--- src/hdl/pmd_pkg.sv ---
package pmd_pkg;

    typedef struct packed {
        logic signed [15:0] position;
        logic [47:0]        timestamp_us;
    } item_t;

    typedef struct packed {
        logic [4:0] duty_reverse;
        logic [4:0] duty_forward;
        logic       last;
    } drive_t;

    localparam int CFG_IDX_W = 3;
    localparam logic [CFG_IDX_W-1:0] CFG_SETPOINT    = 3'd0;
    localparam logic [CFG_IDX_W-1:0] CFG_LOOP_ENABLE = 3'd1;
    localparam logic [CFG_IDX_W-1:0] CFG_GAIN_P      = 3'd2;
    localparam logic [CFG_IDX_W-1:0] CFG_GAIN_I      = 3'd3;
    localparam logic [CFG_IDX_W-1:0] CFG_GAIN_D      = 3'd4;
    localparam logic [CFG_IDX_W-1:0] CFG_TOLERANCE   = 3'd5;

    typedef struct packed {
        logic signed [15:0] setpoint;
        logic               loop_enable;
        logic signed [15:0] gain_p;
        logic signed [15:0] gain_i;
        logic signed [15:0] gain_d;
        logic [7:0]         tolerance;
    } cfg_t;

    localparam logic signed [15:0] SETPOINT_RST  = 16'sd1000;
    localparam logic signed [15:0] GAIN_P_RST    = 16'sd256;
    localparam logic [7:0]         TOLERANCE_RST = 8'd2;

    typedef struct packed {
        logic  enabled;
        item_t item;
    } job_t;

    // what the ramp sequencer has to emit for one tick
    typedef struct packed {
        logic       run;
        logic       neg;
        logic [4:0] mapped;
        logic       extra_stop;
    } cmd_t;

    localparam logic [4:0]  DUTY_MIN = 5'd15;
    localparam logic [6:0]  DUTY_CAP = 7'd100;
    localparam logic [19:0] US_PER_S = 20'd1000000;

    localparam int DERIV_BITS = 38;

    // integral / 1e6 as (integral >> 6) / 15625, one 16-bit digit per cycle;
    // each digit quotient is (y * INT_RECIP) >> 44, exact for y < 2^30
    localparam int          INTEG_DIGITS = 4;
    localparam logic [13:0] INT_DIV      = 14'd15625;
    localparam logic [30:0] INT_RECIP    = 31'd1125899907;

    typedef enum logic [3:0] {
        C_IDLE, C_MUL, C_ACC, C_DPREP, C_DDIV, C_IPREP, C_IDIV,
        C_SUM_P, C_SUM_D, C_SUM_I, C_FIN, C_HAND
    } core_state_t;

    typedef enum logic [1:0] {
        R_IDLE, R_RAMP, R_STOP, R_EXTRA
    } ramp_state_t;

    // 15 + duty*15/100, the divide by 100 done as a multiply by 5243 / 2^19
    function automatic logic [4:0] map_duty(input logic [6:0] duty);
        logic [10:0] scaled;
        logic [23:0] prod;
        scaled = 11'(duty) * 11'd15;
        prod   = 24'(scaled) * 24'd5243;
        return DUTY_MIN + prod[23:19];
    endfunction

endpackage

--- src/hdl/pmd_ramp.sv ---
module pmd_ramp (
    input  logic            clk,
    input  logic            rst_n,
    input  logic            cmd_valid,
    input  pmd_pkg::cmd_t   cmd,
    output logic            cmd_ready,
    output logic            drive_valid,
    input  logic            drive_stall,
    output pmd_pkg::drive_t drive_data
);

    pmd_pkg::ramp_state_t state_reg, state_next;
    pmd_pkg::cmd_t        cmd_reg, cmd_next;
    logic [4:0]           cnt_reg, cnt_next;
    logic                 ov_reg, ov_next;
    pmd_pkg::drive_t      od_reg, od_next;
    pmd_pkg::drive_t      emit;
    logic                 load;
    logic                 ramp_end;

    assign load        = (state_reg != pmd_pkg::R_IDLE) && (!ov_reg || !drive_stall);
    assign ramp_end    = (cnt_reg == cmd_reg.mapped);
    assign drive_valid = ov_reg;
    assign drive_data  = od_reg;

    // next state
    always_comb
    begin
        state_next = state_reg;
        case (state_reg)
            pmd_pkg::R_IDLE:
                if (cmd_valid)
                    state_next = cmd.run ? pmd_pkg::R_RAMP : pmd_pkg::R_STOP;
            pmd_pkg::R_RAMP:
                if (load && ramp_end)
                    state_next = cmd_reg.extra_stop ? pmd_pkg::R_EXTRA : pmd_pkg::R_IDLE;
            pmd_pkg::R_STOP:
                if (load)
                    state_next = cmd_reg.extra_stop ? pmd_pkg::R_EXTRA : pmd_pkg::R_IDLE;
            pmd_pkg::R_EXTRA:
                if (load)
                    state_next = pmd_pkg::R_IDLE;
            default:
                state_next = pmd_pkg::R_IDLE;
        endcase
    end

    // outputs
    always_comb
    begin
        cmd_ready = 1'b0;
        cmd_next  = cmd_reg;
        cnt_next  = cnt_reg;
        emit      = '0;
        case (state_reg)
            pmd_pkg::R_IDLE:
            begin
                cmd_ready = 1'b1;
                if (cmd_valid)
                begin
                    cmd_next = cmd;
                    cnt_next = pmd_pkg::DUTY_MIN;
                end
            end
            pmd_pkg::R_RAMP:
            begin
                if (cmd_reg.neg)
                    emit.duty_reverse = cnt_reg;
                else
                    emit.duty_forward = cnt_reg;
                emit.last = ramp_end && !cmd_reg.extra_stop;
                if (load && !ramp_end)
                    cnt_next = cnt_reg + 5'd1;
            end
            pmd_pkg::R_STOP:
                emit.last = !cmd_reg.extra_stop;
            pmd_pkg::R_EXTRA:
                emit.last = 1'b1;
            default:
                emit = '0;
        endcase
    end

    // result register: hold while stalled
    always_comb
    begin
        ov_next = ov_reg;
        od_next = od_reg;
        if (load)
        begin
            ov_next = 1'b1;
            od_next = emit;
        end
        else if (!drive_stall)
        begin
            ov_next = 1'b0;
        end
    end

    always_ff @(posedge clk or negedge rst_n)
    begin
        if (!rst_n)
        begin
            state_reg <= pmd_pkg::R_IDLE;
            ov_reg    <= 1'b0;
        end
        else
        begin
            state_reg <= state_next;
            ov_reg    <= ov_next;
        end
    end

    always_ff @(posedge clk)
    begin
        cmd_reg <= cmd_next;
        cnt_reg <= cnt_next;
        od_reg  <= od_next;
    end

    a_last_ends: assert property (@(posedge clk) disable iff (!rst_n)
        (load && emit.last) |=> state_reg == pmd_pkg::R_IDLE)
        else $error("sequencer busy after final result");

    a_ramp_range: assert property (@(posedge clk) disable iff (!rst_n)
        (state_reg == pmd_pkg::R_RAMP) |-> (cnt_reg >= pmd_pkg::DUTY_MIN && cnt_reg <= cmd_reg.mapped))
        else $error("ramp duty out of range");

endmodule

--- config.mk ---
export PLATFORM = sky130hd
export DESIGN_NAME = pmd_ramp
export DESIGN_NICKNAME = d
export VERILOG_FILES = /design/src/hdl/pmd_pkg.sv /design/src/hdl/pmd_ramp.sv
export SDC_FILE = /design/constraint.sdc
export NUM_CORES = 1
export LEC_CHECK = 0
export BUFFER_PORTS_ARGS = -buffer_cell sky130_fd_sc_hd__buf_2
export CORE_UTILIZATION = 52
export CTS_CLUSTER_DIAMETER = 50
export DETAILED_ROUTE_END_ITERATION = 12
export GPL_ROUTABILITY_DRIVEN = 0
export GPL_TIMING_DRIVEN = 0
export HOLD_SLACK_MARGIN = 0.06
export PLACE_DENSITY = 0.77
export SYNTH_ARGS = -nofsm -noshare
export SYNTH_HDL_FRONTEND = slang
export SYNTH_SLANG_ARGS = --single-unit
--- constraint.sdc ---
create_clock -name clk -period 2.95 [get_ports clk]
set_input_delay 0.295 -clock clk [delete_from_list [all_inputs] [get_ports clk]]
set_output_delay 0.295 -clock clk [all_outputs]
set_load 0.05 [all_outputs]
==> results.toml <==
[status]
status = "completed"

[setup_path]
cp_cell_sequence = "inv_1 -> ha_1 -> a21oi_2 -> o31ai_1 -> a211oi_1"
cp-start-kind = "flip-flop"
path_class = "reg -> reg"
crit_path_max_incr_delay_ps = 690
critPathBufInv = 1
crit_family = "compound AO/OA/AOI/OAI gates"
crit_required_ps = 2910
cp.arrival_ps = 2500
worstPathMaxFanout = 13
endpoint_kind = "flip-flop"
cp_slowest_cell = "a211oi_1"

[yosys]
synth_xor_area_frac = 0.0656
synth_fp_nets = 103
syn_area_um2 = 1180
synth-async-reset-ratio = 0.115
synth-edff-count = 23
synthTopCellsByArea = "edfxtp_1, dfrtp_1, ha_1, xnor2_1, and2_1"
yosysWarningCount = 0
synth-compound-area-share = 0.0571
netlist_instances = 85
synth_top_family_by_area = "simple AND/OR/NAND/NOR gates"
synth-simple-area-share = 0.129
synthAdderAreaFrac = 0.0635
synth_largest_area_cell = "edfxtp_1"
synthMuxAreaShare = 0.0212
yosysSeqAreaShare = 0.648
netlist.area_leader.share = 0.584
synth_most_common_cell = "edfxtp_1"
yosys_most_used_dff = "edfxtp_1"
ys_ff_latch = 26
ys_types = 29
syn_area_per_cell_um2 = 13.9
synth_common_cells = "edfxtp_1, ha_1, nand2_1"

[clock_tree]
cts-root-buf = "clkbuf_4"
clock_path_buffers = 2
cts_tree = "yes"
clkTransAtPathRegs_ps = 120
cts_num_sinks = 26
htreeDepth = 1
clkLatencyLatePin_ps = 310
cts_buffers = 3

[floorplan]
die_w_um = 49.7
die_h_um = 49.7
rows = 16
initial_core_util = 0.579
core_um2 = 2040
dieArea_um2 = 2470
ios = 25

[routing]
first_pass_iters = 5
drc = 0
drt-initial-drc-count = 15
num_vias = 747
viasPerCell = 5.30
drtAntennaViolNets = 0
wire_per_inst_um = 13.1
wirelength_um = 1850

[sta]
fmax_mhz = 394
rsz0062_at_grt = "false"
skew_ps = 2.08
worst_slew_pin_slew_ps = 754
hold_violations = 0
final.period_utilization = 0.861
finalCriticalPeriod_ps = 2540
slew-limit-headroom = 0.495
drv_slew = 0
setup_violations = 0
setup_tns_ps = 0

[layout]
multiInputGateArea_um2 = 402
diodes = 0
fillers = 167
area_growth_pct = 16.4
largest_reg_flops = 11
seqCellArea_um2 = 766
layout.nets = 133
drive_above_1_share = 0.289

[place]
hpwl_um = 1350
portBuffers = 24

[grt]
grt_max_degree = 15
track_usage = 0.175
grt_pass1_vias = 750
grt_overflow_total = 0
antenna_found_initial = 0
grt_pass1_wl_um = 3180

[flow_run]
maxCapViolCount = 0

[hold_path]
hold_class = "in -> reg"
[layer usage]
metal	global-route usage	routed length (um)
met5	0	0
met2	0.304	994
met1	0.206	733
met3	0.0340	101
met4	0.0857	19
[path summary, 6_finish.rpt]
path / start / end / cells after the start / slack, ps
min in group asynchronous: rst_n / state_reg[0] / 2 / 300
worst min-delay path: cmd[0] / cmd_reg[0] / 1 / 150
worst max-delay path: state_reg[0] / cnt_reg[3] / 5 / 410
max in group asynchronous: rst_n / state_reg[1] / 2 / 2540
worst min register to register: drive_valid / drive_valid / 2 / 560
worst max register to register: state_reg[0] / cnt_reg[3] / 5 / 410
[cells in the final DEF, fill, tap and decap left out, types with 3 or more instances in the layout]
cell type | synthesis | layout
xnor2_1 | 4 | 4
inv_1 | 4 | 4
nand3_1 | 4 | 4
nand2_1 | 6 | 6
clkbuf_4 | 0 | 3
xor2_1 | 3 | 3
edfxtp_1 | 23 | 23
buf_2 | 0 | 24
and3_1 | 4 | 4
ha_1 | 6 | 6
dfrtp_1 | 3 | 3
and2_1 | 5 | 5
[stage by stage]
stage	setup WS, ps	std cells	utilization	hold slack (ps)	instance area (um^2)
floorplan	254	85	-	-0.591	1180
finish	409	141	0.674	148	1380
global route	209	141	0.674	125	1380
global placement	140	136	0.654	92.4	1340
detailed placement	78.2	136	0.654	97.8	1340
CTS	59.3	141	0.672	143	1370
[area by class of cell]
type	count	share of cell area
Sequential cell	26	0.556
Inverter	4	0.0109
Tap cell	27	0.0245
Timing Repair Buffer	25	0.0945
Multi-Input combinational cell	54	0.292
Clock buffer	4	0.0191
Buffer	1	0.00273
[kinds of logic after synthesis]
| logic type | Yosys count |
|---|---|
| and+or+nand+nor | 28 |
| DFF | 26 |
| AOI/OAI and AO/OA | 10 |
| xor gates and xnor gates | 8 |
| adders and majority gates | 6 |
| buffers and inverters | 5 |
| muxes | 2 |
[timing repair]
action,in CTS,in global routing
setup buffers,0,0
hold buffers,1,0
setup endpoints to repair,0,5
gates resized for setup,0,1
endpoints found under the hold margin,3,0
Power is left out: the tool's default activity adds up to more than one toggle a clock period on the data nets, which glitch-free logic cannot reach.
