## src/hdl/pmd_pkg.sv

```systemverilog
package pmd_pkg;

    typedef struct packed {
        logic signed [15:0] position;
        logic [47:0]        timestamp_us;
    } item_t;

    typedef struct packed {
        logic [4:0] duty_reverse;
        logic [4:0] duty_forward;
        logic       last;
    } drive_t;

    localparam int CFG_IDX_W = 3;
    localparam logic [CFG_IDX_W-1:0] CFG_SETPOINT    = 3'd0;
    localparam logic [CFG_IDX_W-1:0] CFG_LOOP_ENABLE = 3'd1;
    localparam logic [CFG_IDX_W-1:0] CFG_GAIN_P      = 3'd2;
    localparam logic [CFG_IDX_W-1:0] CFG_GAIN_I      = 3'd3;
    localparam logic [CFG_IDX_W-1:0] CFG_GAIN_D      = 3'd4;
    localparam logic [CFG_IDX_W-1:0] CFG_TOLERANCE   = 3'd5;

    typedef struct packed {
        logic signed [15:0] setpoint;
        logic               loop_enable;
        logic signed [15:0] gain_p;
        logic signed [15:0] gain_i;
        logic signed [15:0] gain_d;
        logic [7:0]         tolerance;
    } cfg_t;

    localparam logic signed [15:0] SETPOINT_RST  = 16'sd1000;
    localparam logic signed [15:0] GAIN_P_RST    = 16'sd256;
    localparam logic [7:0]         TOLERANCE_RST = 8'd2;

    typedef struct packed {
        logic  enabled;
        item_t item;
    } job_t;

    // what the ramp sequencer has to emit for one tick
    typedef struct packed {
        logic       run;
        logic       neg;
        logic [4:0] mapped;
        logic       extra_stop;
    } cmd_t;

    localparam logic [4:0]  DUTY_MIN = 5'd15;
    localparam logic [6:0]  DUTY_CAP = 7'd100;
    localparam logic [19:0] US_PER_S = 20'd1000000;

    localparam int DERIV_BITS = 38;

    // integral / 1e6 as (integral >> 6) / 15625, one 16-bit digit per cycle;
    // each digit quotient is (y * INT_RECIP) >> 44, exact for y < 2^30
    localparam int          INTEG_DIGITS = 4;
    localparam logic [13:0] INT_DIV      = 14'd15625;
    localparam logic [30:0] INT_RECIP    = 31'd1125899907;

    typedef enum logic [3:0] {
        C_IDLE, C_MUL, C_ACC, C_DPREP, C_DDIV, C_IPREP, C_IDIV,
        C_SUM_P, C_SUM_D, C_SUM_I, C_FIN, C_HAND
    } core_state_t;

    typedef enum logic [1:0] {
        R_IDLE, R_RAMP, R_STOP, R_EXTRA
    } ramp_state_t;

    // 15 + duty*15/100, the divide by 100 done as a multiply by 5243 / 2^19
    function automatic logic [4:0] map_duty(input logic [6:0] duty);
        logic [10:0] scaled;
        logic [23:0] prod;
        scaled = 11'(duty) * 11'd15;
        prod   = 24'(scaled) * 24'd5243;
        return DUTY_MIN + prod[23:19];
    endfunction

endpackage

```

## src/hdl/pmd_front.sv

```systemverilog
module pmd_front (
    input  logic                                clk,
    input  logic                                rst_n,
    input  logic                                item_valid,
    output logic                                item_stall,
    input  pmd_pkg::item_t                      item_data,
    input  logic                                cfg_valid,
    output logic                                cfg_ready,
    input  logic [pmd_pkg::CFG_IDX_W-1:0]       cfg_index,
    input  logic [15:0]                         cfg_data,
    output pmd_pkg::cfg_t                       cfg,
    output logic                                job_valid,
    output pmd_pkg::job_t                       job,
    input  logic                                job_ready
);

    pmd_pkg::cfg_t cfg_reg, cfg_next;
    pmd_pkg::job_t q_mem [2];
    logic          wr_ptr_reg, wr_ptr_next;
    logic          rd_ptr_reg, rd_ptr_next;
    logic [1:0]    count_reg, count_next;
    logic          push, pop;

    assign cfg_ready  = 1'b1;
    assign cfg        = cfg_reg;
    assign item_stall = (count_reg == 2'd2);
    assign job_valid  = (count_reg != 2'd0);
    assign job        = q_mem[rd_ptr_reg];
    assign push       = item_valid && !item_stall;
    assign pop        = job_valid && job_ready;

    always_comb
    begin
        cfg_next = cfg_reg;
        if (cfg_valid)
        begin
            case (cfg_index)
                pmd_pkg::CFG_SETPOINT:    cfg_next.setpoint    = cfg_data;
                pmd_pkg::CFG_LOOP_ENABLE: cfg_next.loop_enable = cfg_data[0];
                pmd_pkg::CFG_GAIN_P:      cfg_next.gain_p      = cfg_data;
                pmd_pkg::CFG_GAIN_I:      cfg_next.gain_i      = cfg_data;
                pmd_pkg::CFG_GAIN_D:      cfg_next.gain_d      = cfg_data;
                pmd_pkg::CFG_TOLERANCE:   cfg_next.tolerance   = cfg_data[7:0];
                default:                  cfg_next             = cfg_reg;
            endcase
        end
    end

    always_comb
    begin
        wr_ptr_next = push ? ~wr_ptr_reg : wr_ptr_reg;
        rd_ptr_next = pop ? ~rd_ptr_reg : rd_ptr_reg;
        count_next  = count_reg + 2'(push) - 2'(pop);
    end

    always_ff @(posedge clk or negedge rst_n)
    begin
        if (!rst_n)
        begin
            cfg_reg.setpoint    <= pmd_pkg::SETPOINT_RST;
            cfg_reg.loop_enable <= 1'b0;
            cfg_reg.gain_p      <= pmd_pkg::GAIN_P_RST;
            cfg_reg.gain_i      <= '0;
            cfg_reg.gain_d      <= '0;
            cfg_reg.tolerance   <= pmd_pkg::TOLERANCE_RST;
            wr_ptr_reg          <= 1'b0;
            rd_ptr_reg          <= 1'b0;
            count_reg           <= 2'd0;
        end
        else
        begin
            cfg_reg    <= cfg_next;
            wr_ptr_reg <= wr_ptr_next;
            rd_ptr_reg <= rd_ptr_next;
            count_reg  <= count_next;
        end
    end

    // classify at entry: snapshot the enable with the tick
    always_ff @(posedge clk)
    begin
        if (push)
        begin
            q_mem[wr_ptr_reg].enabled <= cfg_reg.loop_enable;
            q_mem[wr_ptr_reg].item    <= item_data;
        end
    end

    a_count_bound: assert property (@(posedge clk) disable iff (!rst_n)
        count_reg <= 2'd2)
        else $error("queue count overflow");

endmodule

```

## config.mk

```make
export PLATFORM = sky130hd
export DESIGN_NAME = pmd_front
export DESIGN_NICKNAME = d
export VERILOG_FILES = /design/src/hdl/pmd_pkg.sv /design/src/hdl/pmd_front.sv
export SDC_FILE = /design/constraint.sdc
export NUM_CORES = 1
export LEC_CHECK = 0
export ABC_AREA = 1
export BUFFER_PORTS_ARGS = -buffer_cell sky130_fd_sc_hd__buf_2
export CORE_ASPECT_RATIO = 0.9
export CORE_MARGIN = 8
export CORE_UTILIZATION = 47
export CTS_CLUSTER_SIZE = 28
export DETAILED_ROUTE_END_ITERATION = 8
export PLACE_DENSITY_LB_ADDON = 0.15
export SYNTH_ARGS = -nofsm -noshare
export SYNTH_HDL_FRONTEND = slang
export SYNTH_SLANG_ARGS = --single-unit
```

## constraint.sdc

```tcl
create_clock -name clk -period 3.6 [get_ports clk]
set_input_delay 0.9 -clock clk [delete_from_list [all_inputs] [get_ports clk]]
set_output_delay 0.9 -clock clk [all_outputs]
set_load 0.02 [all_outputs]
```

==> summary.md, run 1 <==
| Metric | Value |
|---|---|
| Skew final | `0.00612 ns` |
| Critical path class | `flop to primary output` |
| Peak VDD IR | `364 uV` |
| Fillers | `1421` |
| Type of origin of the critical path | `flop` |
| Clk slew on worst S/H paths | `0.06 ns` |
| Power after layout | `between 7 and 8 mW` |
| GRT Util Overall | `0.174` |
| Initial antenna violation count | `0` |
| Via/cell ratio | `4.81` |
| Arrival time worst endpoint | `2.01 ns` |
| Slew HR | `0.370` |
| Area contributors post-synth | `edfxtp_1 (49%), dfrtp_1 (22%), nand2_1 (18%)` |
| Resized cells post-CTS | `0` |
| Ports | `229` |
| Ys async rst share | `0.372` |
| Die height | `139 um` |
| Placed instance count | `1119` |
| CP Max Fanout | `37` |
| Gate Count Post-Synth | `roughly 700` |
| Top_reg_cell synth | `edfxtp_1` |
| Fraction of layout cells with a size suffix above 1 | `0.303` |
| Largest net degree at the start of global routing | `77` |
| Period minus WS final | `roughly 2.9 ns` |
| Clk_lat worst skew | `0.48 ns` |
| RSZ-0062 raised after global routing | `false` |
| Num Clock Sinks | `207` |
| Setup TNS | `0 ns` |
| Final Max Slew Viols | `0` |
| Vias in the first global route | `5629` |
| Row count | `45` |
| Static Leak | `between 4 and 5 nW` |
| Fin. Hold Viols | `0` |
| Kind of end point of the critical path | `primary output` |
| First-pass GRT wire length | `between 30 and 40 mm` |
| TritonCTS clock tree | `done` |
| Via Count | `5570` |
| Setup Buffers After CTS | `0` |
| Outcome | `completed` |
| Hold WS | `~0.46 ns` |
| Hold-fix buffers at CTS | `0` |
| Antenna-violating nets left | `0` |
| Detailed placement HPWL | `13.2 mm` |
| Final setup violation count | `0` |
| Critical Path RT | `2.70 ns` |
| Initial DRT Pass Iterations | `5` |
| Worst setup margin | `0.690 ns` |
| Syn Nets | `791` |
| DP Area | `9240 um2` |
| Pre-CTS setup slack | `1.17 ns` |
| MaxCap Viol Count | `0` |
| Chip width | `153 um` |
| Final period utilization | `0.808` |
| Worst path most repeated cell | `nand2_1` |
| Cell breakdown of the critical path | `inv_2 > buf_4 > nand2_1 > nand2_1 > buf_2` |
| Yosys cell types | `20` |
| Clock root buffer | `clkbuf_16` |
| Sequential area share after synthesis | `0.739` |
| DR WL/cell | `roughly 16 um` |
| Antenna Cells | `0` |
| Initial Utilization | `0.474` |
| FF+latch count, synth | `207` |
| DRC viols | `0` |
| Core ar. | `between 15000 and 20000 um2` |
| Yosys top cell area share | `0.494` |
| Non-Filler Cell Area, Final | `9930 um2` |
| Avg Inst Size Synth | `11.3 um2` |
| Total CTS buffers | `22` |
| Total Wirelength | `18.9 mm` |
| Max stage delay on crit path | `~0.48 ns` |
| Hold Crit Class | `flop to flop` |
| GRT overflow | `0` |
| Number of synthesized flops with an enable pin | `130` |
| Fin util | `0.596` |
| Commonest cells in the netlist | `nand2_1 (382), edfxtp_1 (130), dfrtp_1 (69), nand3_1 (52), buf_2 (16)` |
| Synth warn | `0` |
| Die area | `around 21000 um2` |
| Yosys top cell by area | `edfxtp_1` |
| Area growth syn-to-layout | `25.6%` |
| Buffers added on ports | `227` |
| Starting DRC count in detailed routing | `313` |
| Clk buf depth | `3` |
| Worst slew pin tran | `0.944 ns` |
| Max stage delay cell, worst path | `inv_2` |
| H-tree depth | `1` |
| FMAX | `between 300 and 400 MHz` |
| Fin nets | `approximately 1000` |
| Final GP Congestion | `0.804` |
| Cell Count, Final, Fillers Out | `~1200` |
| Largest register FFs | `130` |
| P per Cell Area | `803 nW/um2` |
| Most common cell in the netlist | `nand2_1` |
| Mapped cell area | `7900 um2` |
## metal layers
layer,track usage,wire [um]
met1,0.227,8170
met2,0.276,8650
met3,0.0629,1820
met4,0.0349,297
met5,0,0
## worst max-delay path: cells and delay by family (launching register included)
family        cells  cell delay (ns)
flops             1             0.40
buf+inv           3             0.97
simple gates      2             0.14
## cell type report
class	instances	area, um2	area share
clock buffer	32	609	0.0614
sequential	207	5840	0.588
multi-input combinational	450	1850	0.186
timing repair buffer	235	1220	0.123
tap	211	264	0.0266
clock inverter	6	82.6	0.00832
inverter	16	61.3	0.00618
## cell families (layout without fill, tap and decap cells)
family	Yosys count	after routing	share of synthesized area
fa+ha+maj	2	2	0.00317
buf+inv	44	289	0.0283
flops	207	207	0.739
other cells	1	1	0.000475
simple gates	447	447	0.229
## worst paths after layout
kind | from | to | depth (start not counted) | slack [ns]
worst max-delay path | rd_ptr_reg | job[37] | 5 | 0.69
worst min-delay path | cfg[48] | cfg[48] | 2 | 0.46
worst max register to register | count_reg[1] | q_mem[0][55] | 4 | 1.92
worst min register to register | cfg[48] | cfg[48] | 2 | 0.46
max in group asynchronous | rst_n | cfg[63] | 2 | 2.35
min in group asynchronous | rst_n | cfg[67] | 1 | 0.57
## layout by cell type (no fill, tap or decap), types with 2 or more instances in the layout
master     synthesis  routed
inv_2              2       4
nand2_1          382     382
buf_12             0       2
nor2_4             3       4
bufinv_16          0       2
dfrtp_1           69      68
edfxtp_1         130     130
clkbuf_1           5       9
buf_2             16     226
nand2_4            2       2
nand2_2            4       4
clkbuf_16          0      23
ha_1               2       2
nand3_1           52      52
clkinv_1           0       3
inv_1             13      11
buf_4              4       7
dfstp_2            8       8
## power by group
| group | switching [mW] | total (mW) | leakage (nW) | internal [mW] |
|---|---|---|---|---|
| logic | 1.79 | 2.51 | 2.38 | 0.719 |
| clock network | 0.851 | 2.17 | 0.333 | 1.32 |
| registers | 0.174 | 3.29 | 2.16 | 3.12 |
| total | 2.82 | 7.97 | 4.88 | 5.15 |
No activity file was read; power rests on OpenSTA's default activity.
==> run 2: changes to the inputs <==
- CORE_UTILIZATION: 47 -> 50
- clock period: 3.6 -> 2.9 ns (I/O delays scaled with it)
==> run 2 against run 1 <==
Effect of this change:
- utilization is 4.3 points higher
- routed wire length down 1.8%
- first-iteration DRC count is 6.4% higher
- sequential cell count is the same
- combinational power up 25%
- global-route usage increased by 0.71 points
- clock skew up 0.0070 ns
- cell count is 0.95% lower
- power up 22%
- setup slack got worse by 0.35 ns
- sequential power up 24%
- final area shrank 0.60%
- critical path type unchanged
- largest cell class unchanged
- largest power group unchanged
==> summary.md, run 2 (synthesis gave the netlist of run 1 again) <==
| Metric | Value |
|---|---|
| Outcome | `completed` |
| Hold Crit Class | `primary input to asynchronous set/reset pin` |
| Fin nets | `1019` |
| Register area | `5840 um2` |
| Num Clock Sinks | `between 200 and 250` |
| Fin util | `0.639` |
| Worst path most repeated cell | `nand2_1` |
| Hold-fix buffers at CTS | `0` |
| TritonCTS clock tree | `done` |
| Final Max Slew Viols | `0` |
| Delay-heaviest family, CP | `buffers and inverters` |
| Setup TNS | `0 ns` |
| Detailed placement HPWL | `12.9 mm` |
| R2R Setup Slk | `roughly 1.3 ns` |
| FMAX | `390 MHz` |
| Multi-input logic area | `1850 um2` |
| Via/cell ratio | `about 4.8` |
| Reg2reg end | `q_mem[0][24]` |
| Core ar. | `15400 um2` |
| GRT Util Overall | `0.181` |
| DRC viols | `0` |
| First-pass GRT wire length | `29.1 mm` |
| Crit path to | `job[4]` |
| Fraction of layout cells with a size suffix above 1 | `0.303` |
| Final period utilization | `0.884` |
| MaxCap Viol Count | `0` |
| Peak VDD IR | `553 uV` |
| Largest net degree at the start of global routing | `78` |
| Clk_lat worst skew | `between 0.4 and 0.5 ns` |
| Kind of end point of the critical path | `primary output` |
| Chip width | `149 um` |
| Non-Filler Cell Area, Final | `9870 um2` |
| Starting DRC count in detailed routing | `333` |
| Vias in the first global route | `between 5000 and 6000` |
| Hold WS | `just under 0.4 ns` |
| DR WL/cell | `16.2 um` |
| Initial DRT Pass Iterations | `5` |
| Worst slew pin tran | `roughly 0.96 ns` |
| P per Cell Area | `985 nW/um2` |
| Most common cell after layout, fill and taps aside | `nand2_1` |
| Commonest cells after routing, fill and taps aside | `nand2_1 (382), buf_2 (226), edfxtp_1 (130)` |
| Die height | `135 um` |
| Period minus WS final | `about 2.6 ns` |
| Clk buf depth | `3` |
| CP Max Fanout | `27` |
| Clock root buffer | `clkbuf_16` |
| Buffers added on ports | `between 200 and 250` |
| Resized cells post-CTS | `0` |
| Antenna-violating nets left | `0` |
| Reg2Reg Depth | `5` |
| Area growth syn-to-layout | `24.9%` |
| Total Wirelength | `18.6 mm` |
| WP buf/inv | `3` |
| Final GP Congestion | `0.749` |
| Clk slew on worst S/H paths | `about 0.060 ns` |
| Row count | `43` |
| Fillers | `roughly 1300` |
| Largest register FFs | `130` |
| Critical path class | `flop to primary output` |
| Cell Count, Final, Fillers Out | `approximately 1100` |
| Critical R2R Launch | `count_reg[0]` |
| Max stage delay cell, worst path | `dfrtp_2` |
| Die area | `roughly 20000 um2` |
| Placed instance count | `1108` |
| Slew HR | `0.362` |
| Critical Path RT | `2.17 ns` |
| Cell breakdown of the critical path | `inv_2 > buf_4 > nand2_1 > nand2_1 > buf_2` |
| DP Area | `9220 um2` |
| Max stage delay on crit path | `roughly 0.4 ns` |
| Via Count | `5534` |
| Static Leak | `roughly 4.8 nW` |
| H-tree depth | `1` |
| Skew final | `0.0131 ns` |
| Fin. Hold Viols | `0` |
| Type of origin of the critical path | `flop` |
| Final setup violation count | `0` |
| Ports | `roughly 230` |
| Initial antenna violation count | `1` |
| Setup Buffers After CTS | `0` |
| Initial Utilization | `0.512` |
| Total CTS buffers | `21` |
| RSZ-0062 raised after global routing | `false` |
| Critical path depth | `5` |
| GRT overflow | `0` |
| CP Launch Point | `rd_ptr_reg` |
| Arrival time worst endpoint | `1.84 ns` |
run 2: metal layers:
metal | routed length [um] | global-route usage | part of all wire | vias up
met1 | 8020 | 0.241 | 0.43 | 2585
li1 | - | - | - | 2729
met3 | 1750 | 0.0541 | 0.094 | 23
met4 | 282 | 0.0374 | 0.015 | 0
met2 | 8530 | 0.291 | 0.46 | 197
met5 | 0 | 0 | 0 | -
run 2: layout make-up:
type | count | area share
Inverter | 16 | 0.00621
Tap cell | 202 | 0.0256
Multi-Input combinational cell | 450 | 0.187
Sequential cell | 207 | 0.592
Timing Repair Buffer | 233 | 0.124
Clock inverter | 12 | 0.0105
Clock buffer | 24 | 0.0544
Antenna cell | 2 | 0.000507
run 2: how the worst min path moves through the flow:
stage                    to  cells after the start
2_1_floorplan        cfg[0]                      0
3_3_place_gp        cfg[64]                      2
3_5_place_dp        cfg[62]                      2
4_1_cts        q_mem[1][10]                      1
5_1_grt        q_mem[1][10]                      1
6_report            cfg[36]                      1
run 2: report_power, final:
part	total [mW]	internal, mW	switching (mW)
clock	2.50	1.49	1.01
sequential	4.08	3.87	0.212
combinational	3.14	0.903	2.24
total	9.72	6.27	3.46
run 2: per-stage QoR:
stage | setup slack [ns] | total power [mW]
final | 0.335 | 9.72
after CTS | 0.284 | 9.85
after detailed placement | 0.807 | 7.33
after global routing | 0.154 | 10.3
after floorplan | 0.395 | 6.10
after global placement | 0.795 | 7.30
